[src/design/sitoa_pkg.sv]
// Shared constants, types and codes for the signed integer to decimal ASCII unit.
package sitoa_pkg;

   localparam int DATA_WIDTH = 32;
   // Decimal digits for a DATA_WIDTH-bit magnitude: floor(W * log10(2)) + 1
   localparam int MAX_DIGITS = (DATA_WIDTH * 1233) / 4096 + 1;
   localparam int BCD_WIDTH = 4 * MAX_DIGITS;
   localparam int BIT_CNT_WIDTH = $clog2(DATA_WIDTH);
   localparam int DIG_CNT_WIDTH = $clog2(MAX_DIGITS);

   localparam logic [BIT_CNT_WIDTH-1:0] LAST_BIT = BIT_CNT_WIDTH'(DATA_WIDTH - 1);
   localparam logic [DIG_CNT_WIDTH-1:0] LAST_DIGIT = DIG_CNT_WIDTH'(MAX_DIGITS - 1);

   localparam logic [7:0] CHAR_ZERO = 8'h30;
   localparam logic [7:0] CHAR_NINE = 8'h39;
   localparam logic [7:0] CHAR_MINUS = 8'h2D;

   typedef enum logic [1:0] {
      ST_IDLE,
      ST_CONVERT,
      ST_EMIT
   } sitoa_state_type;

   typedef struct packed {
      logic load;
      logic shift;
      logic emit_sign;
      logic emit_digit;
      logic last_digit;
   } sitoa_cmd_type;

endpackage

[src/design/signed_int_to_decimal_ascii_unit.sv]
// Top level: signed integer to decimal ASCII converter, one character word per strobe.
//
//   channel   ports                                    handshake
//   input     req_value                                start && !busy
//   result    rsp_char_code, rsp_last                  rsp_strobe, one cycle, no stall
//
// An accepted word keeps busy high through the conversion and the emission:
// one bit per cycle through the double-dabble shift, then one BCD digit per cycle.
// A new word is taken the cycle busy drops. '-' is flagged in the first shift step and
// registered onto the output; leading zero digits are skipped without a strobe.
// Reset is synchronous and clears the controller and the output strobe.
// The receiver cannot stall: every strobed character is taken in its cycle.
module signed_int_to_decimal_ascii_unit
   import sitoa_pkg::*;
(
   input  logic                         clock,
   input  logic                         reset,
   input  logic                         start,
   output logic                         busy,
   input  logic signed [DATA_WIDTH-1:0] req_value,
   output logic                         rsp_strobe,
   output logic [7:0]                   rsp_char_code,
   output logic                         rsp_last
);

   sitoa_cmd_type cmd;

   sitoa_controller u_ctrl (
      .clock (clock),
      .reset (reset),
      .start (start),
      .busy  (busy),
      .cmd   (cmd)
   );

   sitoa_datapath u_dp (
      .clock         (clock),
      .reset         (reset),
      .cmd           (cmd),
      .req_value     (req_value),
      .rsp_strobe    (rsp_strobe),
      .rsp_char_code (rsp_char_code),
      .rsp_last      (rsp_last)
   );

endmodule

[src/design/sitoa_datapath.sv]
// Datapath: magnitude, double-dabble BCD register and character output register.
module sitoa_datapath
   import sitoa_pkg::*;
(
   input  logic                         clock,
   input  logic                         reset,
   input  sitoa_cmd_type                cmd,
   input  logic signed [DATA_WIDTH-1:0] req_value,
   output logic                         rsp_strobe,
   output logic [7:0]                   rsp_char_code,
   output logic                         rsp_last
);

   logic [DATA_WIDTH-1:0] mag_ff, mag_in;
   logic [BCD_WIDTH-1:0]  bcd_ff, bcd_in;
   logic                  neg_ff, neg_in;
   logic                  started_ff, started_in;
   logic                  strobe_ff, strobe_in;
   logic                  last_ff, last_in;
   logic [7:0]            char_ff, char_in;

   logic [BCD_WIDTH-1:0]  bcd_adj;
   logic [3:0]            top_digit;
   logic                  show_digit;

   // add 3 to every digit of 5 or more ahead of the shift
   always_comb begin
      for (int d = 0; d < MAX_DIGITS; d++) begin
         if (bcd_ff[4*d +: 4] >= 4'd5) begin
            bcd_adj[4*d +: 4] = bcd_ff[4*d +: 4] + 4'd3;
         end else begin
            bcd_adj[4*d +: 4] = bcd_ff[4*d +: 4];
         end
      end
   end

   assign top_digit  = bcd_ff[BCD_WIDTH-1 -: 4];
   // suppress leading zeros, but the final digit always goes out
   assign show_digit = started_ff || (top_digit != 4'd0) || cmd.last_digit;

   always_comb begin
      mag_in     = mag_ff;
      bcd_in     = bcd_ff;
      neg_in     = neg_ff;
      started_in = started_ff;
      strobe_in  = 1'b0;
      last_in    = 1'b0;
      char_in    = char_ff;
      if (cmd.load) begin
         neg_in     = req_value[DATA_WIDTH-1];
         mag_in     = req_value[DATA_WIDTH-1] ? (~req_value + 1'b1) : req_value;
         bcd_in     = '0;
         started_in = 1'b0;
      end
      if (cmd.shift) begin
         bcd_in = {bcd_adj[BCD_WIDTH-2:0], mag_ff[DATA_WIDTH-1]};
         mag_in = {mag_ff[DATA_WIDTH-2:0], 1'b0};
      end
      if (cmd.emit_sign) begin
         strobe_in = neg_ff;
         char_in   = CHAR_MINUS;
      end
      if (cmd.emit_digit) begin
         bcd_in     = {bcd_ff[BCD_WIDTH-5:0], 4'd0};
         started_in = show_digit;
         strobe_in  = show_digit;
         last_in    = cmd.last_digit;
         char_in    = CHAR_ZERO + {4'd0, top_digit};
      end
   end

   always_ff @(posedge clock) begin
      mag_ff     <= mag_in;
      bcd_ff     <= bcd_in;
      neg_ff     <= neg_in;
      started_ff <= started_in;
      char_ff    <= char_in;
      if (reset) begin
         strobe_ff <= 1'b0;
         last_ff   <= 1'b0;
      end else begin
         strobe_ff <= strobe_in;
         last_ff   <= last_in;
      end
   end

   assign rsp_strobe    = strobe_ff;
   assign rsp_char_code = char_ff;
   assign rsp_last      = last_ff;

   a_last_has_strobe: assert property (@(posedge clock) disable iff (reset)
      last_ff |-> strobe_ff)
      else $error("last flag without strobe");

   a_char_legal: assert property (@(posedge clock) disable iff (reset)
      strobe_ff |-> (char_ff == CHAR_MINUS) || ((char_ff >= CHAR_ZERO) && (char_ff <= CHAR_NINE)))
      else $error("illegal character code");

   a_gap_after_last: assert property (@(posedge clock) disable iff (reset)
      (strobe_ff && last_ff) |=> !strobe_ff)
      else $error("strobe right after last character");

endmodule

[src/design/sitoa_controller.sv]
// Controller: sequences load, bit-serial conversion and digit emission.
module sitoa_controller
   import sitoa_pkg::*;
(
   input  logic          clock,
   input  logic          reset,
   input  logic          start,
   output logic          busy,
   output sitoa_cmd_type cmd
);

   sitoa_state_type          state_ff, state_in;
   logic [BIT_CNT_WIDTH-1:0] bit_cnt_ff, bit_cnt_in;
   logic [DIG_CNT_WIDTH-1:0] dig_cnt_ff, dig_cnt_in;

   always_ff @(posedge clock) begin
      if (reset) begin
         state_ff   <= ST_IDLE;
         bit_cnt_ff <= '0;
         dig_cnt_ff <= '0;
      end else begin
         state_ff   <= state_in;
         bit_cnt_ff <= bit_cnt_in;
         dig_cnt_ff <= dig_cnt_in;
      end
   end

   always_comb begin
      state_in   = state_ff;
      bit_cnt_in = bit_cnt_ff;
      dig_cnt_in = dig_cnt_ff;
      cmd        = '0;
      busy       = 1'b1;
      case (state_ff)
         ST_IDLE: begin
            busy = 1'b0;
            if (start) begin
               cmd.load   = 1'b1;
               bit_cnt_in = '0;
               state_in   = ST_CONVERT;
            end
         end
         ST_CONVERT: begin
            cmd.shift     = 1'b1;
            cmd.emit_sign = (bit_cnt_ff == '0);
            bit_cnt_in    = bit_cnt_ff + 1'b1;
            if (bit_cnt_ff == LAST_BIT) begin
               dig_cnt_in = '0;
               state_in   = ST_EMIT;
            end
         end
         ST_EMIT: begin
            cmd.emit_digit = 1'b1;
            cmd.last_digit = (dig_cnt_ff == LAST_DIGIT);
            dig_cnt_in     = dig_cnt_ff + 1'b1;
            if (dig_cnt_ff == LAST_DIGIT) begin
               state_in = ST_IDLE;
            end
         end
         default: begin
            state_in = ST_IDLE;
         end
      endcase
   end

   a_accept_starts: assert property (@(posedge clock) disable iff (reset)
      (start && !busy) |=> (state_ff == ST_CONVERT) && (bit_cnt_ff == '0))
      else $error("accepted word did not start conversion");

   a_convert_to_emit: assert property (@(posedge clock) disable iff (reset)
      ((state_ff == ST_CONVERT) && (bit_cnt_ff == LAST_BIT))
         |=> (state_ff == ST_EMIT) && (dig_cnt_ff == '0))
      else $error("conversion did not hand over to emission");

   a_busy_from_start: assert property (@(posedge clock) disable iff (reset)
      $rose(busy) |-> $past(start))
      else $error("busy rose without start");

endmodule
[config.mk]
export PLATFORM = sky130hd
export DESIGN_NAME = signed_int_to_decimal_ascii_unit
export DESIGN_NICKNAME = d
export VERILOG_FILES = /design/src/design/sitoa_pkg.sv /design/src/design/signed_int_to_decimal_ascii_unit.sv /design/src/design/sitoa_datapath.sv /design/src/design/sitoa_controller.sv
export SDC_FILE = /design/constraint.sdc
export NUM_CORES = 1
export LEC_CHECK = 0
export BUFFER_PORTS_ARGS = -buffer_cell sky130_fd_sc_hd__buf_2
export CORE_MARGIN = 2
export CORE_UTILIZATION = 39
export DETAILED_ROUTE_END_ITERATION = 10
export GPL_TIMING_DRIVEN = 0
export PLACE_DENSITY = 0.6
export SETUP_SLACK_MARGIN = 0.4
export SLEW_MARGIN = 20
export SYNTH_ARGS = -nofsm -noshare
export SYNTH_HDL_FRONTEND = slang
export SYNTH_SLANG_ARGS = --single-unit
[constraint.sdc]
create_clock -name clock -period 2.9 [get_ports clock]
set_clock_uncertainty 0.15 [all_clocks]
set_input_delay 0.29 -clock clock [delete_from_list [all_inputs] [get_ports clock]]
set_output_delay 0.29 -clock clock [all_outputs]
set_load 0.02 [all_outputs]
# Word level (Yosys, flattened, before mapping)
# Cells that the tools add are included.
# op_classes
n_addsub	14
n_eq_ne	7
order_cmp	10
bitwise	2
mux	35
n_reduce_logical	15
# op_table
cell	n
$mux 40	3
$mux 32	3
$ge 4x3->1 const B	10
$mux 4	10
$add 4x2->4 const B	9
$add 32x1->32 const B	1
$not 32->32	1
$mux 8	2
$mux 2	5
$pmux 5 s2	1
$reduce_bool 2->1	5
$pmux 4 s2	1
$add 6x4->7 const A	1
$mux 1	7
$pmux 2 s3	1
$add 5x1->5 const B	1
$eq 5x5->1 const B	1
$logic_not 5->1	1
$mux 5	1
$add 4x1->4 const B	1
$eq 4x4->1 const B	1
$ne 2x1->1 const B	2
$reduce_and 2->1	2
$reduce_bool 4->1	1
11 further kinds	12
# word_totals
wordCells	95
ff_bits	95
input_bits	35
output_inout_bits	11

# Longest topological paths before layout
# logic_depth
depth_word	5
ltp_mapped	9
depth_no_buf	8

# Hierarchy
# A second synthesis with hierarchy kept.
# unflattened
hier_cells	565
area_unflattened_um2	5515.3
# modules_own_cells
mod	cells_per_inst	n_inst	area_per_inst_um2	seq_area_each_um2
sitoa_datapath	494	1	4890.9	2362.3
sitoa_controller	71	1	624.3	220.2

# Worst setup path after synthesis
# OpenSTA, ideal clock, no wires.
# synth_path
path_type	register to register
from	reg u_ctrl.state_ff[1]
to	reg u_dp.bcd_ff[3]
setup_ns	0.127
arrival_ns	2.175
stages_incl_launch_ff	9
slack_ns	0.448
n_path_buf	2
required_time_ns	2.623
synth_period_minus_slack_ns	2.452
path_cell_list	dfxtp_1 inv_1 ha_1 buf_2 clkbuf_1 nand2b_1 o21ai_1 a32oi_1 nor2_1
# synth_between
elab_chain_cells	3
elab_cells_between_ends	8
cone_classes	eq/ne (2); mux (4); reduce/logical (2)
# synth_rtl
item	line_no	source
from (decl)	sitoa_controller.sv:12	sitoa_state_type state_ff, state_in;
from (signal assigned)	sitoa_controller.sv:22	state_ff <= state_in;
$eq 2x1->1 or $logic_not 2->1 (tied branches)	sitoa_controller.sv:34	case (state_ff)
$mux 2 or $mux 1 (tied branches)	sitoa_controller.sv:34	
$mux 40 or $reduce_bool 2->1 (tied branches)	-	
to (signal assigned)	sitoa_datapath.sv:74	bcd_ff <= bcd_in;
to (decl)	sitoa_datapath.sv:15	logic [BCD_WIDTH-1:0] bcd_ff, bcd_in;
# Several ways; a longest one is shown, not always the timed one.
# A chain may end at the register's enable or synchronous reset.

# Worst setup path after layout
# layout_path
from	reg u_ctrl.state_ff[0]
to	reg u_dp.bcd_ff[12], data pin
# layout_between
elab_chain_cells	4
elab_cells_between_ends	6
cone_classes	eq/ne (2); mux (4)
# layout_rtl
item	line_no	source
$eq 2x1->1	sitoa_controller.sv:34	
$mux 2	sitoa_controller.sv:34	
$mux 40	sitoa_datapath.sv:55	if (cmd.shift) begin
$mux 40 *	sitoa_datapath.sv:63	if (cmd.emit_digit) begin
net u_dp.bcd_in[12]	sitoa_datapath.sv:15	
# The timed path passes the listed nets; every way through them passes the cells marked *.

==> impl_metrics.yaml <==
worst_setup_path:
  crit_family: "buffers and inverters"
  endpoint_kind: "flop"
  crit_fanout: 10
  crit_top_cell: "clkbuf_1"
  path_class: "reg -> reg"
  crit_path_cell_trace: "inv_1 > ha_1 > clkbuf_1 > inv_2 > clkbuf_1 > clkbuf_2 > o32ai_1"
  critical-path-max-stage-delay_ns: 0.43
  path_buf_inv: 5
  slowest_stage: "clkbuf_1"
  worst_setup_path_start_kind: "flop"
  cp_data_arrival_time_ns: 2.26
  crit_required_ns: 2.84
logic_synthesis:
  synth_edf_count: 74
  synth_flop_cell: "edfxtp_1"
  postSynthAreaPerCell_um2: 9.62
  synth_seq_cells: 92
  synthCells: 596
  ys_seq_area_frac: 0.450
  ys_async_sr_fraction: 0
  ys_types: 55
  syn-cell-area_mm2: 0.00573
  yosysWarningCount: 0
run_status:
  status: "complete, no violations"
detailed_routing:
  drt_iter0_drc: 344
  avgViaCountPerCell: 5.43
  drc_errors: 0
  first_pass_iters: 5
  vias: 4563
  routed_wl_um: 13000
  wl_per_cell_um: 15.4
  ant_nets: 0
cts:
  cts_tree: "yes"
  h-tree-depth: 3
  cts_hold_buf: 0
  cts-root-buf: "clkbuf_16"
  cts_inserted_buffers: 9
  clk_path_buf_depth: 2
  path_clk_slew_ns: 0.07
  cts_sinks: 92
  clock_latency_ns: 0.35
grt:
  grt_pass1_wl_um: 21700
  antenna_found_initial: 0
  grt_pass1_vias: 4474
  gr-total-overflow: 0
  grt_max_degree: 26
  grt.total_usage: 0.171
timing:
  worst-slew-pin-transition_ns: 0.626
  fin_crit_sh: 0.802
  rsz0062_at_grt: "no"
  slew_headroom: 0.579
  setup_viol: 0
  max_freq_mhz: 430
  slew_viol_final: 0
  period_needed_ns: 2.33
  hold_violations: 0
min_path:
  hold_class: "in -> reg"
cells_and_area:
  design_area_mm2: 0.00657
  nNetsFinal: 717
  utilization: 0.455
  areaGrowthSynthToFinish_pct: 14.6
  multiInputGateArea_mm2: 0.00289
  seq_area_mm2: 0.00258
  antenna-diode-count: 0
  fill_cells: 1412
  drive_gt1_frac: 0.148
placed_design:
  gp_congestion: 0.820
  dpl.hpwl_um: 9600
  numPortBuffers: 42
  place_area_mm2: 0.00624
job:
  maxCapViolCount: 0
floorplan:
  dieArea_mm2: 0.0157
  start_util: 0.397
  die_y_um: 125
  core_mm2: 0.0144
  die_x_um: 125
  rows: 44
  io_pins: 46
power:
  total_leakage_power_nw: 2.44
  power_density_mw_per_mm2: 634
  ir_worst_vdd_uv: 349
[worst register-to-register path: stages (launching register included)]
cell,delay (ns)
dfxtp_1,0.35
inv_1,0.07
ha_1,0.21
clkbuf_1,0.21
inv_2,0.09
clkbuf_1,0.43
clkbuf_2,0.39
o32ai_1,0.14
[Yosys cell counts (3+ instances only)]
library cell | instances | area [µm²]
o21ai_0 | 33 | 165
nand2_1 | 72 | 270
inv_1 | 37 | 139
o22ai_1 | 10 | 62.6
nor2b_1 | 7 | 43.8
or3_1 | 4 | 25.0
nor3_1 | 8 | 40.0
dfxtp_1 | 18 | 360
ha_1 | 30 | 375
nor4_1 | 5 | 31.3
o31ai_1 | 20 | 150
and3_1 | 5 | 31.3
o21ai_1 | 25 | 125
clkbuf_1 | 19 | 71.3
a31oi_1 | 4 | 25.0
nor2_1 | 34 | 128
o32ai_1 | 8 | 70.1
a21oi_1 | 44 | 220
a32oi_1 | 3 | 26.3
o41ai_1 | 3 | 26.3
xnor2_1 | 12 | 105
nand3b_1 | 6 | 45.0
mux2i_1 | 4 | 40.0
edfxtp_1 | 74 | 2220
a22oi_1 | 5 | 37.5
buf_2 | 4 | 20.0
buf_4 | 3 | 22.5
xor2_1 | 30 | 263
nor3b_1 | 8 | 60.1
nand2b_1 | 20 | 125
o41ai_2 | 5 | 81.3
nand3_1 | 5 | 25.0
[report_power, final]
| part | internal, W | total [W] | switching, W |
|---|---|---|---|
| Combinational | 0.000407 | 0.00105 | 0.000642 |
| Clock | 0.000710 | 0.00123 | 0.000523 |
| Sequential | 0.00173 | 0.00188 | 0.000151 |
[layout by cell type (no fill, tap or decap), drive strengths merged, types with 4 or more instances in the layout]
cell type / count
edfxtp: 74
dfxtp: 18
o21ai: 58
a31oi: 4
clkbuf: 31
inv: 40
nor3: 12
o31ai: 20
and3: 5
nor3b: 8
nand2: 72
o22ai: 10
nor4: 7
a22oi: 5
a21oi: 44
nand2b: 20
xnor2: 12
o32ai: 8
xor2: 30
nor2: 34
or3: 4
mux2i: 4
buf: 54
nand3b: 6
nor2b: 7
nand3: 6
ha: 30
o41ai: 9
[cell type report]
type                       count  share of cell area
multi-input combinational    437               0.440
sequential                    92               0.393
clock buffer                  12              0.0440
timing repair buffer          44              0.0404
tap                          184              0.0350
inverter                      39              0.0223
buffer                        29              0.0213
clock inverter                 4             0.00400
[registers in the layout, summed over array words and instances (netlist names)]
register	cells
u_ctrl.state_ff	2
u_dp.started_ff	1
u_dp.rsp_strobe	1
u_dp.bcd_ff	40
u_ctrl.bit_cnt_ff	5
u_dp.rsp_char_code	5
u_dp.rsp_last	1
u_ctrl.dig_cnt_ff	4
u_dp.mag_ff	32
u_dp.neg_ff	1
[what timing repair did]
item,4_1_cts,5_1_grt
resized for setup,1,12
endpoints found under the setup margin,1,41
setup buffers,0,0
gates cloned,0,0
[logic make-up after synthesis]
group,after synthesis,synth area share
AND/OR/NAND/NOR,190,0.174
buffers and inverters,68,0.0487
multiplexers,5,0.00895
XOR/XNOR,42,0.0642
AO/OA/AOI/OAI,167,0.187
adder cells (fa/ha/maj),30,0.0655
flip-flops,92,0.450
other,2,0.00131
[path summary, 6_finish.rpt]
kind                                   startpoint                         endpoint  slack [ns]  depth (start not counted)
setup / recovery  u_ctrl.state_ff[0]$_SDFFE_PP0P_        u_dp.bcd_ff[12]$_DFFE_PP_        0.57                          7
hold / removal                              reset  u_ctrl.state_ff[1]$_SDFFE_PP0P_        0.03                          2
setup reg to reg  u_ctrl.state_ff[0]$_SDFFE_PP0P_        u_dp.bcd_ff[12]$_DFFE_PP_        0.57                          7
hold reg to reg       u_dp.mag_ff[0]$_SDFFE_PP0P_      u_dp.mag_ff[0]$_SDFFE_PP0P_        0.32                          2
[per-stage QoR]
stage / setup WS, ns / TNS, ns / hold WS [ns] / power [W] / std cells
floorplan: 0.448 / 0 / 0.217 / 0.00262 / 597
global placement: -0.178 / -1.67 / 0.303 / 0.00288 / 823
detailed placement: 0.376 / 0 / 0.311 / 0.00295 / 825
CTS: 0.405 / 0 / 0.00592 / 0.00419 / 841
global route: 0.406 / 0 / 0.00653 / 0.00442 / 841
finish: 0.574 / 0 / 0.0265 / 0.00417 / 841
[layer usage]
| metal | share of wire | wire length, µm | GRT usage |
|---|---|---|---|
| met1 | 0.46 | 6020 | 0.214 |
| met2 | 0.48 | 6180 | 0.290 |
| met3 | 0.042 | 542 | 0.0471 |
| met4 | 0.016 | 209 | 0.0471 |
| met5 | 0 | 0 | 0 |
No activity file was read; power rests on OpenSTA's default activity.
